==> config.mk <==
export PLATFORM = sky130hd
export DESIGN_NAME = lidar_scan_obstacle_segmenter_unit_flat
export DESIGN_NICKNAME = d
export VERILOG_FILES = /design/src/lsos_pkg.sv /design/src/lsos_point_if.sv /design/src/lsos_obst_if.sv /design/src/lidar_scan_obstacle_segmenter_unit.sv /design/src/lsos_regs.sv /design/src/lsos_div.sv /design/src/flat_wrapper.sv
export VERILOG_INCLUDE_DIRS = /design/src /design/src/src
export SDC_FILE = /design/constraint.sdc
export NUM_CORES = 1
export LEC_CHECK = 0
export ABC_AREA = 1
export BUFFER_PORTS_ARGS = -buffer_cell sky130_fd_sc_hd__buf_2
export CAP_MARGIN = 20
export CORE_UTILIZATION = 45
export CTS_CLUSTER_SIZE = 30
export DETAILED_ROUTE_END_ITERATION = 10
export PLACE_DENSITY = 0.68
export SLEW_MARGIN = 15
export SYNTH_ARGS = -nofsm -noshare
export SYNTH_HDL_FRONTEND = slang
export SYNTH_SLANG_ARGS = --single-unit
==> constraint.sdc <==
create_clock -name clk -period 9.7 [get_ports clk]
set_input_delay 1.94 -clock clk [delete_from_list [all_inputs] [get_ports clk]]
set_output_delay 1.94 -clock clk [all_outputs]
set_load 0.005 [all_outputs]
==> src/lidar_scan_obstacle_segmenter_unit_assert.svh <==
// Assertion helpers; the module that uses them has clk and rst in scope.
`ifndef LIDAR_SCAN_OBSTACLE_SEGMENTER_UNIT_ASSERT_SVH
`define LIDAR_SCAN_OBSTACLE_SEGMENTER_UNIT_ASSERT_SVH

// Same-cycle implication.
`define LSOS_ASSERT_NOW(label, ante, cons) \
  label: assert property (@(posedge clk) disable iff (rst) (ante) |-> (cons)) \
    else $error("assertion failed: ante -> cons");

// Next-cycle implication.
`define LSOS_ASSERT_NEXT(label, ante, cons) \
  label: assert property (@(posedge clk) disable iff (rst) (ante) |=> (cons)) \
    else $error("assertion failed: ante => cons");

`endif

==> src/lsos_pkg.sv <==
`default_nettype none
package lsos_pkg;

  localparam int RANGE_W  = 16;
  localparam int BEAR_W   = 16;
  localparam int MAXPTS_W = 12;
  localparam int SLOPE_W  = 16;
  localparam int ADDR_W   = 4;
  localparam int DATA_W   = 32;

  typedef logic signed [RANGE_W-1:0] range_t;
  typedef logic [BEAR_W-1:0]         bearing_t;

  localparam logic [1:0] REG_INVALID_MARKER   = 2'd0;
  localparam logic [1:0] REG_MAX_GROUP_POINTS = 2'd1;
  localparam logic [1:0] REG_SLOPE_LIMIT      = 2'd2;

  localparam range_t                INVALID_MARKER_RST   = 16'sd0;
  localparam logic [MAXPTS_W-1:0]   MAX_GROUP_POINTS_RST = 12'd64;
  localparam logic [SLOPE_W-1:0]    SLOPE_LIMIT_RST      = 16'd0;

  typedef struct packed {
    range_t                invalid_marker;
    logic [MAXPTS_W-1:0]   max_group_points;
    logic [SLOPE_W-1:0]    slope_limit;
  } cfg_t;

  typedef struct packed {
    logic busy;
    logic done;
  } div_stat_t;

endpackage
`default_nettype wire

==> src/lsos_point_if.sv <==
`default_nettype none
interface lsos_point_if import lsos_pkg::*; ();
  logic     valid;
  logic     ready;
  range_t   range_value;
  bearing_t bearing;
  logic     scan_end;

  modport source (output valid, output range_value, output bearing, output scan_end,
                  input ready);
  modport sink (input valid, input range_value, input bearing, input scan_end,
                output ready);
endinterface
`default_nettype wire

==> src/lsos_obst_if.sv <==
`default_nettype none
interface lsos_obst_if import lsos_pkg::*; ();
  logic     valid;
  logic     ready;
  bearing_t obstacle_bearing;
  range_t   obstacle_range;
  logic     final_of_step;

  modport source (output valid, output obstacle_bearing, output obstacle_range,
                  output final_of_step, input ready);
  modport sink (input valid, input obstacle_bearing, input obstacle_range,
                input final_of_step, output ready);
endinterface
`default_nettype wire

==> src/lidar_scan_obstacle_segmenter_unit.sv <==
// Range-scan obstacle segmenter. Scan points enter one beat at a time on the
// points channel and are grouped into obstacles; each closed obstacle leaves as
// one beat on the obstacles channel (midpoint of first and last bearing,
// truncated mean range), with final_of_step set on the last beat a point
// causes. A point closes at most two obstacles. The mean range comes from one
// shared restoring divider that retires one quotient bit per cycle over the
// COUNT_BITS+16 bit range sum. A finished mean waits for as long as the output
// register holds a beat that the sink has not taken. The slope test uses one
// registered 16x16 multiply. Points are not taken while a point is in work;
// an obstacle beat may wait in the output register while the next point is taken.
`default_nettype none
`include "lidar_scan_obstacle_segmenter_unit_assert.svh"
module lidar_scan_obstacle_segmenter_unit import lsos_pkg::*; #(
  parameter int COUNT_BITS = 12
) (
  input  logic              clk,
  input  logic              rst,
  lsos_point_if.sink        points,
  lsos_obst_if.source       obstacles,
  input  logic              psel,
  input  logic              penable,
  input  logic              pwrite,
  input  logic [ADDR_W-1:0] paddr,
  input  logic [DATA_W-1:0] pwdata,
  output logic [DATA_W-1:0] prdata,
  output logic              pready
);

  localparam int SUM_W = COUNT_BITS + RANGE_W;
  localparam int CMP_W = (COUNT_BITS > MAXPTS_W) ? COUNT_BITS : MAXPTS_W;
  localparam logic [COUNT_BITS-1:0] COUNT_MAX = {COUNT_BITS{1'b1}};

  typedef enum logic [2:0] {
    S_IDLE,
    S_EVAL,
    S_DECIDE,
    S_WAIT,
    S_FLUSH
  } state_t;

  cfg_t      cfg;
  div_stat_t div_stat;
  range_t    div_quo;

  state_t                  state;
  range_t                  cur_r;
  bearing_t                cur_b;
  logic                    cur_last;
  logic                    flushed;
  logic                    in_group;
  bearing_t                group_first_bearing;
  range_t                  prior_range;
  bearing_t                prior_bearing;
  logic [COUNT_BITS-1:0]   group_count;
  logic signed [SUM_W-1:0] range_sum;
  logic [31:0]             prod;
  bearing_t                em_bear;
  logic                    em_final;
  logic                    out_valid;
  bearing_t                out_bear;
  range_t                  out_range;
  logic                    out_final;

  logic                    valid_pt;
  bearing_t                db;
  logic [RANGE_W:0]        dr;
  logic [RANGE_W:0]        dr_neg;
  logic [RANGE_W-1:0]      adr;
  logic                    edge_hit;
  logic                    full;
  logic                    split;
  logic                    close_grp;
  logic                    emit1;
  logic                    flush_emit;
  logic                    div_start;
  logic                    out_load;
  logic [BEAR_W:0]         bsum_prior;
  logic [BEAR_W:0]         bsum_cur;
  logic signed [SUM_W-1:0] cur_r_ext;

  lsos_regs u_regs (
    .clk     (clk),
    .rst     (rst),
    .psel    (psel),
    .penable (penable),
    .pwrite  (pwrite),
    .paddr   (paddr),
    .pwdata  (pwdata),
    .prdata  (prdata),
    .pready  (pready),
    .cfg     (cfg)
  );

  lsos_div #(
    .DIVIDEND_W (SUM_W),
    .DIVISOR_W  (COUNT_BITS)
  ) u_div (
    .clk      (clk),
    .rst      (rst),
    .start    (div_start),
    .dividend (range_sum),
    .divisor  (group_count),
    .stat     (div_stat),
    .quotient (div_quo)
  );

  always_comb begin
    valid_pt   = cur_r != cfg.invalid_marker;
    db         = cur_b - prior_bearing;
    dr         = {cur_r[RANGE_W-1], cur_r} - {prior_range[RANGE_W-1], prior_range};
    dr_neg     = ~dr + 1'b1;
    adr        = dr[RANGE_W] ? dr_neg[RANGE_W-1:0] : dr[RANGE_W-1:0];
    edge_hit   = (cfg.slope_limit != '0) && ({8'h00, adr, 8'h00} >= prod);
    full       = (CMP_W'(group_count) >= CMP_W'(cfg.max_group_points)) ||
                 (group_count == COUNT_MAX);
    split      = valid_pt && in_group && (edge_hit || full);
    close_grp  = !valid_pt && in_group;
    emit1      = split || close_grp;
    flush_emit = !flushed && cur_last && in_group;
    div_start  = ((state == S_DECIDE) && emit1) || ((state == S_FLUSH) && flush_emit);
    out_load   = (state == S_WAIT) && div_stat.done && (!out_valid || obstacles.ready);
    bsum_prior = {1'b0, group_first_bearing} + {1'b0, prior_bearing};
    bsum_cur   = {1'b0, group_first_bearing} + {1'b0, cur_b};
    cur_r_ext  = SUM_W'(cur_r);
  end

  assign points.ready               = state == S_IDLE;
  assign obstacles.valid            = out_valid;
  assign obstacles.obstacle_bearing = out_bear;
  assign obstacles.obstacle_range   = out_range;
  assign obstacles.final_of_step    = out_final;

  always_ff @(posedge clk) begin
    if (rst) begin
      state               <= S_IDLE;
      flushed             <= 1'b0;
      in_group            <= 1'b0;
      group_first_bearing <= '0;
      prior_range         <= '0;
      prior_bearing       <= '0;
      group_count         <= '0;
      range_sum           <= '0;
      out_valid           <= 1'b0;
    end else begin
      if (out_valid && obstacles.ready && !out_load) begin
        out_valid <= 1'b0;
      end
      case (state)
        S_IDLE: begin
          if (points.valid) begin
            cur_r    <= points.range_value;
            cur_b    <= points.bearing;
            cur_last <= points.scan_end;
            flushed  <= 1'b0;
            state    <= S_EVAL;
          end
        end
        S_EVAL: begin
          prod  <= 32'(cfg.slope_limit) * 32'(db);
          state <= S_DECIDE;
        end
        S_DECIDE: begin
          if (valid_pt && (!in_group || split)) begin
            in_group            <= 1'b1;
            group_first_bearing <= cur_b;
            group_count         <= COUNT_BITS'(1);
            range_sum           <= cur_r_ext;
          end else if (valid_pt) begin
            group_count <= group_count + 1'b1;
            range_sum   <= range_sum + cur_r_ext;
          end else if (in_group) begin
            in_group    <= 1'b0;
            group_count <= '0;
            range_sum   <= '0;
          end
          prior_range   <= cur_r;
          prior_bearing <= cur_b;
          if (emit1) begin
            em_bear  <= bsum_prior[BEAR_W:1];
            em_final <= !(cur_last && valid_pt);
            state    <= S_WAIT;
          end else begin
            state <= S_FLUSH;
          end
        end
        S_WAIT: begin
          if (out_load) begin
            out_valid <= 1'b1;
            out_bear  <= em_bear;
            out_range <= div_quo;
            out_final <= em_final;
            state     <= flushed ? S_IDLE : S_FLUSH;
          end
        end
        S_FLUSH: begin
          flushed <= 1'b1;
          state   <= S_IDLE;
          if (cur_last) begin
            if (in_group) begin
              em_bear  <= bsum_cur[BEAR_W:1];
              em_final <= 1'b1;
              state    <= S_WAIT;
            end
            in_group            <= 1'b0;
            group_first_bearing <= '0;
            prior_range         <= '0;
            prior_bearing       <= '0;
            group_count         <= '0;
            range_sum           <= '0;
          end
        end
        default: state <= S_IDLE;
      endcase
    end
  end

  `LSOS_ASSERT_NEXT(a_busy_after_accept, points.valid && points.ready, !points.ready)
  `LSOS_ASSERT_NOW(a_count_tracks_group, state == S_IDLE, in_group == (group_count != '0))
  `LSOS_ASSERT_NOW(a_div_start_free, div_start, !div_stat.busy)
  `LSOS_ASSERT_NOW(a_load_after_div, out_load, div_stat.done && !div_stat.busy)

endmodule
`default_nettype wire

==> src/lsos_regs.sv <==
`default_nettype none
module lsos_regs import lsos_pkg::*; (
  input  logic              clk,
  input  logic              rst,
  input  logic              psel,
  input  logic              penable,
  input  logic              pwrite,
  input  logic [ADDR_W-1:0] paddr,
  input  logic [DATA_W-1:0] pwdata,
  output logic [DATA_W-1:0] prdata,
  output logic              pready,
  output cfg_t              cfg
);

  logic       wr_en;
  logic [1:0] idx;

  assign pready = 1'b1;
  assign idx    = paddr[ADDR_W-1:2];
  assign wr_en  = psel && penable && pwrite;

  always_ff @(posedge clk) begin
    if (rst) begin
      cfg.invalid_marker   <= INVALID_MARKER_RST;
      cfg.max_group_points <= MAX_GROUP_POINTS_RST;
      cfg.slope_limit      <= SLOPE_LIMIT_RST;
    end else if (wr_en) begin
      case (idx)
        REG_INVALID_MARKER:   cfg.invalid_marker   <= range_t'(pwdata[RANGE_W-1:0]);
        REG_MAX_GROUP_POINTS: cfg.max_group_points <= pwdata[MAXPTS_W-1:0];
        REG_SLOPE_LIMIT:      cfg.slope_limit      <= pwdata[SLOPE_W-1:0];
        default: ;
      endcase
    end
  end

  always_comb begin
    case (idx)
      REG_INVALID_MARKER:   prdata = DATA_W'(cfg.invalid_marker);
      REG_MAX_GROUP_POINTS: prdata = DATA_W'(cfg.max_group_points);
      REG_SLOPE_LIMIT:      prdata = DATA_W'(cfg.slope_limit);
      default:              prdata = '0;
    endcase
  end

endmodule
`default_nettype wire

==> src/lsos_div.sv <==
`default_nettype none
module lsos_div import lsos_pkg::*; #(
  parameter int DIVIDEND_W = 28,
  parameter int DIVISOR_W  = 12
) (
  input  logic                         clk,
  input  logic                         rst,
  input  logic                         start,
  input  logic signed [DIVIDEND_W-1:0] dividend,
  input  logic [DIVISOR_W-1:0]         divisor,
  output div_stat_t                    stat,
  output range_t                       quotient
);

  localparam int CNT_W = $clog2(DIVIDEND_W + 1);

  logic [CNT_W-1:0]      cnt;
  logic [DIVISOR_W:0]    rem;
  logic [DIVIDEND_W-1:0] quo;
  logic [DIVISOR_W-1:0]  dsr;
  logic                  neg;
  logic                  done;

  logic [DIVISOR_W:0]    shifted;
  logic                  fits;
  logic [DIVIDEND_W-1:0] mag;
  logic [DIVIDEND_W-1:0] signed_quo;

  assign shifted    = {rem[DIVISOR_W-1:0], quo[DIVIDEND_W-1]};
  assign fits       = shifted >= {1'b0, dsr};
  assign mag        = dividend[DIVIDEND_W-1] ? (~dividend + 1'b1) : dividend;
  assign signed_quo = neg ? (~quo + 1'b1) : quo;
  assign quotient   = range_t'(signed_quo[RANGE_W-1:0]);
  assign stat.busy  = cnt != '0;
  assign stat.done  = done;

  always_ff @(posedge clk) begin
    if (rst) begin
      cnt  <= '0;
      done <= 1'b0;
    end else if (start) begin
      cnt  <= CNT_W'(DIVIDEND_W);
      done <= 1'b0;
      rem  <= '0;
      quo  <= mag;
      dsr  <= divisor;
      neg  <= dividend[DIVIDEND_W-1];
    end else if (cnt != '0) begin
      rem <= fits ? (shifted - {1'b0, dsr}) : shifted;
      quo <= {quo[DIVIDEND_W-2:0], fits};
      cnt <= cnt - 1'b1;
      if (cnt == CNT_W'(1)) begin
        done <= 1'b1;
      end
    end
  end

endmodule
`default_nettype wire

==> src/flat_wrapper.sv <==
// flat-port wrapper written by rule: the top's interface ports become plain ports
module lidar_scan_obstacle_segmenter_unit_flat import lsos_pkg::*;
#(
  parameter int COUNT_BITS = 12
)
  (clk, rst, psel, penable, pwrite, paddr, pwdata, prdata, pready, points_valid, points_range_value, points_bearing, points_scan_end, points_ready, obstacles_valid, obstacles_obstacle_bearing, obstacles_obstacle_range, obstacles_final_of_step, obstacles_ready);
  lsos_point_if points_i ();
  lsos_obst_if obstacles_i ();
  input  logic clk;
  input  logic rst;
  input  logic psel;
  input  logic penable;
  input  logic pwrite;
  input  logic [ADDR_W-1:0] paddr;
  input  logic [DATA_W-1:0] pwdata;
  output logic [DATA_W-1:0] prdata;
  output logic pready;
  input wire logic [$bits(points_i.valid)-1:0] points_valid;
  input wire logic [$bits(points_i.range_value)-1:0] points_range_value;
  input wire logic [$bits(points_i.bearing)-1:0] points_bearing;
  input wire logic [$bits(points_i.scan_end)-1:0] points_scan_end;
  output wire logic [$bits(points_i.ready)-1:0] points_ready;
  output wire logic [$bits(obstacles_i.valid)-1:0] obstacles_valid;
  output wire logic [$bits(obstacles_i.obstacle_bearing)-1:0] obstacles_obstacle_bearing;
  output wire logic [$bits(obstacles_i.obstacle_range)-1:0] obstacles_obstacle_range;
  output wire logic [$bits(obstacles_i.final_of_step)-1:0] obstacles_final_of_step;
  input wire logic [$bits(obstacles_i.ready)-1:0] obstacles_ready;
  assign points_i.valid = points_valid;
  assign points_i.range_value = points_range_value;
  assign points_i.bearing = points_bearing;
  assign points_i.scan_end = points_scan_end;
  assign points_ready = points_i.ready;
  assign obstacles_valid = obstacles_i.valid;
  assign obstacles_obstacle_bearing = obstacles_i.obstacle_bearing;
  assign obstacles_obstacle_range = obstacles_i.obstacle_range;
  assign obstacles_final_of_step = obstacles_i.final_of_step;
  assign obstacles_i.ready = obstacles_ready;
  lidar_scan_obstacle_segmenter_unit #(.COUNT_BITS(COUNT_BITS)) u_core (.clk(clk), .rst(rst), .points(points_i), .obstacles(obstacles_i), .psel(psel), .penable(penable), .pwrite(pwrite), .paddr(paddr), .pwdata(pwdata), .prdata(prdata), .pready(pready));
endmodule
# Yosys cells after proc, flatten, opt, wreduce, memory -nomap -nowiden
# Index checks and enable logic that the tools add are counted.
totals:
  reg_bits: 312
  latch_bits: 0
  mem_bits_rw: 0
  romBits: 0
  in_bits: 76
  output_inout_bits: 68
  elab_cells: 165
  n_memories: 0
op_classes:
  addsub: 11
  n_mul: 1
  div: 0
  n_lt_le_gt_ge: 3
  n_eq_ne: 17
  shifts: 0
  n_mux: 49
  n_bitwise: 4
  n_reduce_logical: 52
op_table:
  columns: ["op", "n"]
  rows:
  - ["$mux 28", 7]
  - ["$pmux 16 s2", 4]
  - ["$mux 16", 7]
  - ["$pmux 32 s3", 1]
  - ["$mux 12", 6]
  - ["$pmux 28 s2", 1]
  - ["$add 16x16->17", 2]
  - ["$add 16x1->16 const B", 2]
  - ["$ge 24x32->1", 1]
  - ["$mul 16x16->32", 1]
  - ["$not 16->16", 2]
  - ["$add 28x1->28 const B", 1]
  - ["$add 28x16->28", 1]
  - ["$not 28->28", 1]
  - ["$pmux 12 s2", 1]
  - ["$reduce_and 2->1", 10]
  - ["$sub 16x16->17", 1]
  - ["$logic_and 1x1->1", 16]
  - ["$ne 16x16->1", 1]
  - ["$reduce_bool 16->1", 1]
  - ["$sub 16x16->16", 1]
  - ["$mux 3", 5]
  - ["$pmux 3 s5", 1]
  - ["$reduce_and 3->1", 5]
  - ["other kinds (29)", 58]

# Logic depth before layout (Yosys ltp)
# Gate-level depths: netlist of the first run.
depth:
  ltp_word: 13
  ltp_mapped: 36
  depth_no_buf: 36

# Cells and area by module
# From an unflattened synthesis of the first run, not the netlist that was laid out.
hier_totals:
  cells_unflattened: 3686
  hier_area_um2: 28145.7
modules_own_cells:
  columns: ["mod", "instances", "cells_per_inst", "area_per_inst_um2", "seq_area_each_um2"]
  rows:
  - ["lidar_scan_obstacle_segmenter_unit", 1, 2752, 21602.0, 5335.1]
  - ["lsos_div", 1, 592, 4330.4, 1711.6]
  - ["lsos_regs", 1, 342, 2213.4, 880.8]

# Least setup slack after synthesis of the first run
# OpenSTA, ideal clock, no wires.
synth_timing:
  path_type: "register to register"
  start: "reg u_core.cur_b[0]"
  end: "reg u_core.prod[26], data pin"
  setup_ns: 0.252
  arrival_ns: 6.860
  required_ns: 9.448
  setup_slack_ns: 2.588
  stages_incl_launch_ff: 37
  n_path_buf: 0
  synth_period_minus_slack_ns: 7.112
  path_cell_list: "edfxtp_1 -> inv_1 -> ha_1 -> inv_1 -> fa_1 -> nand3_1 -> nand2_1 -> nand3_1 -> nand4_1 -> nand2_1 -> inv_1 -> o21ai_0 -> nand2_1 -> nand2_1 -> nand2_1 -> inv_1 -> nand2_1 -> fa_1 -> fa_1 -> inv_1 -> fa_1 -> fa_1 -> fa_1 -> inv_1 -> fa_1 -> inv_1 -> ha_1 -> a21oi_1 -> o21ai_0 -> a21oi_1 -> o21ai_0 -> a21oi_1 -> inv_1 -> nand2_1 -> nand2_1 -> nand2_1 -> nand2_1"
synth_between:
  elab_chain_cells: 2
synth_lines:
  columns: ["item", "line_no", "source"]
  rows:
  - ["from (decl)", "lidar_scan_obstacle_segmenter_unit.sv:47", "bearing_t cur_b;"]
  - ["from (signal assigned)", "lidar_scan_obstacle_segmenter_unit.sv:152", "cur_b <= points.bearing;"]
  - ["$sub 16x16->16", "lidar_scan_obstacle_segmenter_unit.sv:109", "db = cur_b - prior_bearing;"]
  - ["$mul 16x16->32", "lidar_scan_obstacle_segmenter_unit.sv:159", "prod <= 32'(cfg.slope_limit) * 32'(db);"]
  - ["to (signal assigned)", "lidar_scan_obstacle_segmenter_unit.sv:159", null]
  - ["to (decl)", "lidar_scan_obstacle_segmenter_unit.sv:56", "logic [31:0] prod;"]
# Every way passes these cells.
# A chain may end at the register's enable or synchronous reset.

# Final worst setup path of the first run
# Same ends and word-level chain as after synthesis.

==> results.cfg, run 1 <==
[sta]
slew_viol_final = 0
finalCritPeriodShare_pct = 85.2
setup_viol = 0
finalHoldViolCount = 0
finalCriticalPeriod_ns = 8.26
worstMarginPinSlew_ns = 1.07
skew_ns = 0.0209
rsz0062_at_grt = no
fmax_mhz = 121
worst_slack_ns = 1.44
timing.setup.tns_ns = 0
slew_headroom_pct = 28.3

[power]
switching_share_pct = 39.0
intPower_mw = 3.15
switching_power_mw = 2.01
ir_worst_vdd_v = 0.000115
power_frac_seq_pct = 34.3
clock_power_share_pct = 28.5
power_frac_comb_pct = 37.2
power_mw = 5.16
power_leakage_nw = 14.3
powerDensity_nw_per_um2 = 173

[floorplanning]
die-height_um = 249
core_um2 = 60200
die_area_um2 = 61900
initial_utilization_pct = 45.5
row_count = 90
io_pins = 144
die_w_um = 249

[run_status]
outcome = complete, no violations

[clock_tree]
post_cts_buffers = 0
clock-root-buffer = clkbuf_16
cts_buffers = 37
clock_sinks = 312
clk_pin_slew_ns = 0.07
cts_resized = 0
insertion_delay_ns = 0.57
cts_buffer_depth = 3
htreeDepth = 2
cts_tree = built
ctsHoldBuffers = 0

[place]
dp_slack_ns = 1.57
postPlaceCellArea_um2 = 28600
dp_hpwl_um = 58400
io_buffers = 124
gp_congestion = 0.936

[detailed_routing]
top_layer = met5
wire_per_inst_um = 17.0
vias = 23193
ant_nets = 0
wl_met2_um = 34600
drc = 0
routed_wl_um = 74800
firstDrtPassIters = 6
met1Wirelength_um = 32100
drt_iter0_drc = 1892
dr_wl_met3_um = 5670
vias_per_cell = 5.28

[final_layout]
syn2layout_area_growth_pct = 9.07
fillers = 5825
fin_nets = 4075
multi_input_comb_area_um2 = 16700
seq_area_um2 = 7930
design_area_um2 = 29900
layout_commonest_cell = nand2_1
drive_above_1_share_pct = 6.82
mostFrequentLayoutCells = 754 x nand2_1, 583 x inv_1, 334 x nor2_1, 256 x a21oi_1, 224 x ha_1

[yosys]
yosys_warnings = 0
synth_top_cell_area_share_pct = 18.4
synth.distinct_cells = 59
netlist_top_cells_area = edfxtp_1 18%, fa_1 15%, dfxtp_1 11%
syn_nets = 4014
synth_edf_count = 168
ys_ff_latch = 312
yosysTopAreaCell = edfxtp_1
ys.flop_type = edfxtp_1
syn_inst = 3515
syn_area_per_cell_um2 = 7.80
synth-async-reset-ratio_pct = 0
netlist_area_um2 = 27400
ys_seq_area_share_pct = 28.9

[worst_hold_path]
holdCritPathClass = reg -> reg

[critical_path]
cp_max_fo = 10
crit_buf_inv = 8
arrival_ns = 8.58
critPathRequiredTime_ns = 10.01
cpLargestDelayFamily = adder cells
cp_common_cell = nand2_1
start_kind = flip-flop
slowest_stage = fa_1
path_class = reg -> reg
endpoint_kind = flip-flop
critical_path.max_stage_delay_ns = 0.58

[grt]
grt_antenna_before_repair = 3
grt_pass1_wl_um = 119000
overflow = 0
grt_max_degree = 55
grt_pass1_vias = 22136
gr-usage-all-layers_pct = 24.2

[flow_run]
drv_cap = 0
==> synth_stat cells, drive strengths merged (2+ instances only) <==
master,n
inv,588
o221ai,12
nand2,761
nor3b,2
o21a,4
nor2,340
buf,46
edfxtp,168
o21ai,170
o21bai,12
o31ai,2
nand3,210
o2111ai,2
a21o,5
a31oi,7
nand4,40
o211ai,9
a211oi,12
fa,199
a21oi,258
and2,3
or2,14
clkinv,8
xnor2,39
ha,224
nand3b,13
clkbuf,71
dfxtp,144
a21boi,4
o22ai,4
xor2,93
nor4,5
nor3,39
==> sequential cells by signal, summed over array words and instances (netlist names), 5 cells and up <==
signal	count
u_core.u_regs.cfg	44
u_core.prior_range	16
u_core.range_sum	28
u_core.u_div.rem	12
u_core.u_div.dsr	12
u_core.cur_b	16
u_core.group_first_bearing	16
u_core.u_div.quo	28
u_core.cur_r	16
u_core.prod	32
u_core.obstacles.obstacle_bearing	16
u_core.u_div.cnt	5
u_core.prior_bearing	16
u_core.em_bear	16
u_core.obstacles.obstacle_range	16
u_core.group_count	12
==> per-layer routing <==
layer  vias up  global-route usage (%)
met2       710                    39.6
li1      11408                       -
met1     10932                    32.7
met3       137                    3.87
met4         6                    8.09
met5         -                       0
==> power by group through the flow <==
stage | combinational [mW] | sequential (mW) | clock [mW]
2_1_floorplan | 1.44 | 1.73 | 0
3_3_place_gp | 1.87 | 1.79 | 0
3_5_place_dp | 1.90 | 1.79 | 0
4_1_cts | 1.91 | 1.76 | 1.50
5_1_grt | 2.18 | 1.79 | 1.55
6_report | 1.92 | 1.77 | 1.47
==> worst paths after layout <==
kind	from	endpoint	slack, ns	cells after the start
worst max-delay path	u_core.cur_b[0]$_DFFE_PP_	u_core.prod[26]$_DFFE_PP_	1.44	36
worst min register to register	u_core.em_bear[11]$_DFFE_PP_	u_core.obstacles.obstacle_bearing[11]$_DFFE_PP_	0.42	0
worst max register to register	u_core.cur_b[0]$_DFFE_PP_	u_core.prod[26]$_DFFE_PP_	1.44	36
worst min-delay path	u_core.em_bear[11]$_DFFE_PP_	u_core.obstacles.obstacle_bearing[11]$_DFFE_PP_	0.42	0
==> through the flow <==
step / instances / utilization (%) / hold WS (ns)
floorplan: 3515 / - / 0.400
global placement: 4319 / 47.4 / 0.402
detailed placement: 4319 / 47.4 / 0.405
CTS: 4387 / 49.6 / 0.418
global route: 4387 / 49.6 / 0.426
finish: 4393 / 49.6 / 0.417
==> cell families (layout without fill, tap and decap cells) <==
| logic type | Yosys count | in the layout | synth area share [%] |
|---|---|---|---|
| compound gates | 505 | 505 | 9.99 |
| xor+xnor | 132 | 132 | 4.24 |
| fa+ha+maj | 423 | 423 | 24.8 |
| buf+inv | 713 | 803 | 10.3 |
| flops | 312 | 312 | 28.9 |
| other cells | 1 | 7 | 0.0137 |
| simple gates | 1429 | 1429 | 21.8 |
==> area by class of cell <==
| cell class | instances | area share (%) |
|---|---|---|
| timing repair buffer | 139 | 2.46 |
| clock inverter | 17 | 0.703 |
| sequential | 312 | 26.5 |
| tap | 782 | 3.27 |
| antenna | 6 | 0.0502 |
| clock buffer | 51 | 3.66 |
| inverter | 596 | 7.49 |
| multi-input combinational | 2490 | 55.9 |
Power figures use the tool's default switching activity.
==> inputs of run 2 (changes only) <==
--- a/config.mk
+++ b/config.mk
@@ -12,8 +12,8 @@
 export CORE_UTILIZATION = 45
 export CTS_CLUSTER_SIZE = 30
 export DETAILED_ROUTE_END_ITERATION = 10
-export PLACE_DENSITY = 0.68
 export SLEW_MARGIN = 15
 export SYNTH_ARGS = -nofsm -noshare
 export SYNTH_HDL_FRONTEND = slang
+export SYNTH_HIERARCHICAL = 1
 export SYNTH_SLANG_ARGS = --single-unit
==> results.cfg, run 2 <==
[clock_tree]
htreeDepth = 2
cts_buffers = 38
cts_resized = 0
clk_pin_slew_ns = 0.06
clock_sinks = 312
ctsHoldBuffers = 0
cts_tree = built
clock-root-buffer = clkbuf_16
insertion_delay_ns = 0.56
cts_buffer_depth = 3
post_cts_buffers = 0

[grt]
grt_antenna_before_repair = 3
grt_pass1_vias = 22349
gr-usage-all-layers_pct = 23.3
grt_pass1_wl_um = 117000
grt_max_degree = 56
overflow = 0

[yosys]
syn_inst = 3686
netlist_area_um2 = 28100
yosysTopAreaCell = edfxtp_1
ys.flop_type = edfxtp_1
synth.distinct_cells = 58
netlist_top_cells_area = edfxtp_1 18%, fa_1 14%, nand2_1 12%
syn_nets = 4185
syn_area_per_cell_um2 = 7.64
ys_top_cells_by_count = 915 x nand2_1, 594 x inv_1, 387 x nor2_1
ys_ff_latch = 312
ys_seq_area_share_pct = 28.2
synth_edf_count = 168
yosys_warnings = 6
synth-async-reset-ratio_pct = 0
synth.most_common_cell = nand2_1
synth_top_cell_area_share_pct = 17.9

[place]
dp_hpwl_um = 58100
io_buffers = 124
dp_cells = 4557
gp_congestion = 0.923

[floorplanning]
die_area_um2 = 63500
row_count = 91
die_w_um = 252
core_um2 = 61700
io_pins = 144
initial_utilization_pct = 45.6
die-height_um = 252

[final_layout]
top_register = u_core/u_regs/cfg
final_cells = 4629
syn2layout_area_growth_pct = 8.82
largest_reg_flops = 44
mostFrequentLayoutCells = 915 x nand2_1, 594 x inv_1, 383 x nor2_1, 229 x nand3_1, 224 x ha_1
layout_commonest_cell = nand2_1
top_regs = u_core/u_regs/cfg: 44 flops, u_core/prod: 32 flops
drive_above_1_share_pct = 8.18
fin_nets = 4261

[critical_path]
endpoint_kind = flip-flop
cp_common_cell = fa_1
regToRegSetupSlack_ns = 1.75
critical_path.max_stage_delay_ns = 0.61
slowest_stage = fa_1
arrival_ns = 8.24
r2r-start = u_core/cur_b[0]$_DFFE_PP_
worstRegToRegCells = 28
cp_max_fo = 9
start_kind = flip-flop
r2r-end = u_core/prod[30]$_DFFE_PP_
path_class = reg -> reg
critPathRequiredTime_ns = 9.98

[worst_hold_path]
hold_depth = 0
holdCritPathClass = reg -> reg
worst_hold_startpoint = u_core/em_bear[1]$_DFFE_PP_
min_delay_worst_endpoint = u_core/obstacles.obstacle_bearing[1]$_DFFE_PP_

[detailed_routing]
drc = 0
routed_wl_um = 73600
firstDrtPassIters = 6
ant_nets = 0
wire_per_inst_um = 15.9
drt_iter0_drc = 1414
vias = 23494
vias_per_cell = 5.08

[sta]
rsz0062_at_grt = no
slew_viol_final = 0
finalCritPeriodShare_pct = 82.0
timing.setup.tns_ns = 0
fmax_mhz = 126
finalHoldViolCount = 0
holdWs_ns = 0.412
setup_viol = 0
slew_headroom_pct = 32.5
skew_ns = 0.0227
worstMarginPinSlew_ns = 1.01
finalCriticalPeriod_ns = 7.95

[power]
ir_worst_vdd_v = 0.000105
powerDensity_nw_per_um2 = 183
power_leakage_nw = 14.5

[flow_run]
drv_cap = 0

[run_status]
outcome = complete, no violations
## run 2: layout make-up
cell class / count / area [µm²]
diodes: 1 / 2.50
clock buffers: 43 / 1000
clock inverters: 26 / 213
fillers: 6225 / 31100
inverters: 614 / 2310
multi-input cells: 2649 / 17300
flip-flops and latches: 312 / 7930
well taps: 837 / 1050
repair buffers: 147 / 816
## run 2: metal layers
metal	track usage, %	share of wire, %
met1	31.0	45
met4	7.76	3.4
met3	2.70	4.5
met2	39.5	47
met5	0	0
## run 2: worst max-delay path by stage
stage / start / endpoint / slack, ns / cells past startpoint
floorplan: u_core/cur_b[0]$_DFFE_PP_ / u_core/prod[23]$_DFFE_PP_ / 2.80 / 32
global placement: u_core/cur_b[0]$_DFFE_PP_ / u_core/prod[30]$_DFFE_PP_ / 1.88 / 28
detailed placement: u_core/cur_b[0]$_DFFE_PP_ / u_core/prod[30]$_DFFE_PP_ / 1.83 / 28
CTS: u_core/cur_b[0]$_DFFE_PP_ / u_core/prod[30]$_DFFE_PP_ / 1.82 / 30
global route: u_core/cur_b[0]$_DFFE_PP_ / u_core/prod[28]$_DFFE_PP_ / 1.45 / 28
finish: u_core/cur_b[0]$_DFFE_PP_ / u_core/prod[30]$_DFFE_PP_ / 1.75 / 28
## run 2: cell families (layout without fill, tap and decap cells)
group | after synthesis | count (layout) | share of synthesized area, %
and+or+nand+nor | 1693 | 1693 | 25.4
buffers and inverters | 725 | 830 | 10.4
adders and majority gates | 423 | 423 | 24.1
AOI/OAI and AO/OA | 411 | 411 | 8.09
DFF | 312 | 312 | 28.2
xor gates and xnor gates | 121 | 121 | 3.82
other | 1 | 2 | 0.0133
## run 2: through the flow
stage               power [mW]  instance area, µm²  utilization [%]  setup WS [ns]
global placement          4.23               29400             47.6           1.88
global route              6.06               30600             49.6           1.45
finish                    5.62               30600             49.6           1.75
floorplan                 3.61               28100                -           2.80
detailed placement        4.24               29400             47.6           1.83
CTS                       5.65               30600             49.6           1.82
## run 2: critical path, delay by kind of cell, from the launching register on
kind / cells / cell delay (ns)
flops: 1 / 0.41
simple gates: 9 / 1.89
fa+ha+maj: 9 / 3.99
xor+xnor: 1 / 0.16
compound gates: 3 / 0.44
buf+inv: 6 / 0.80
## run 2: power breakdown
group	switching [mW]	internal (mW)
logic	1.63	0.794
clock network	0.583	0.804
registers	0.156	1.65
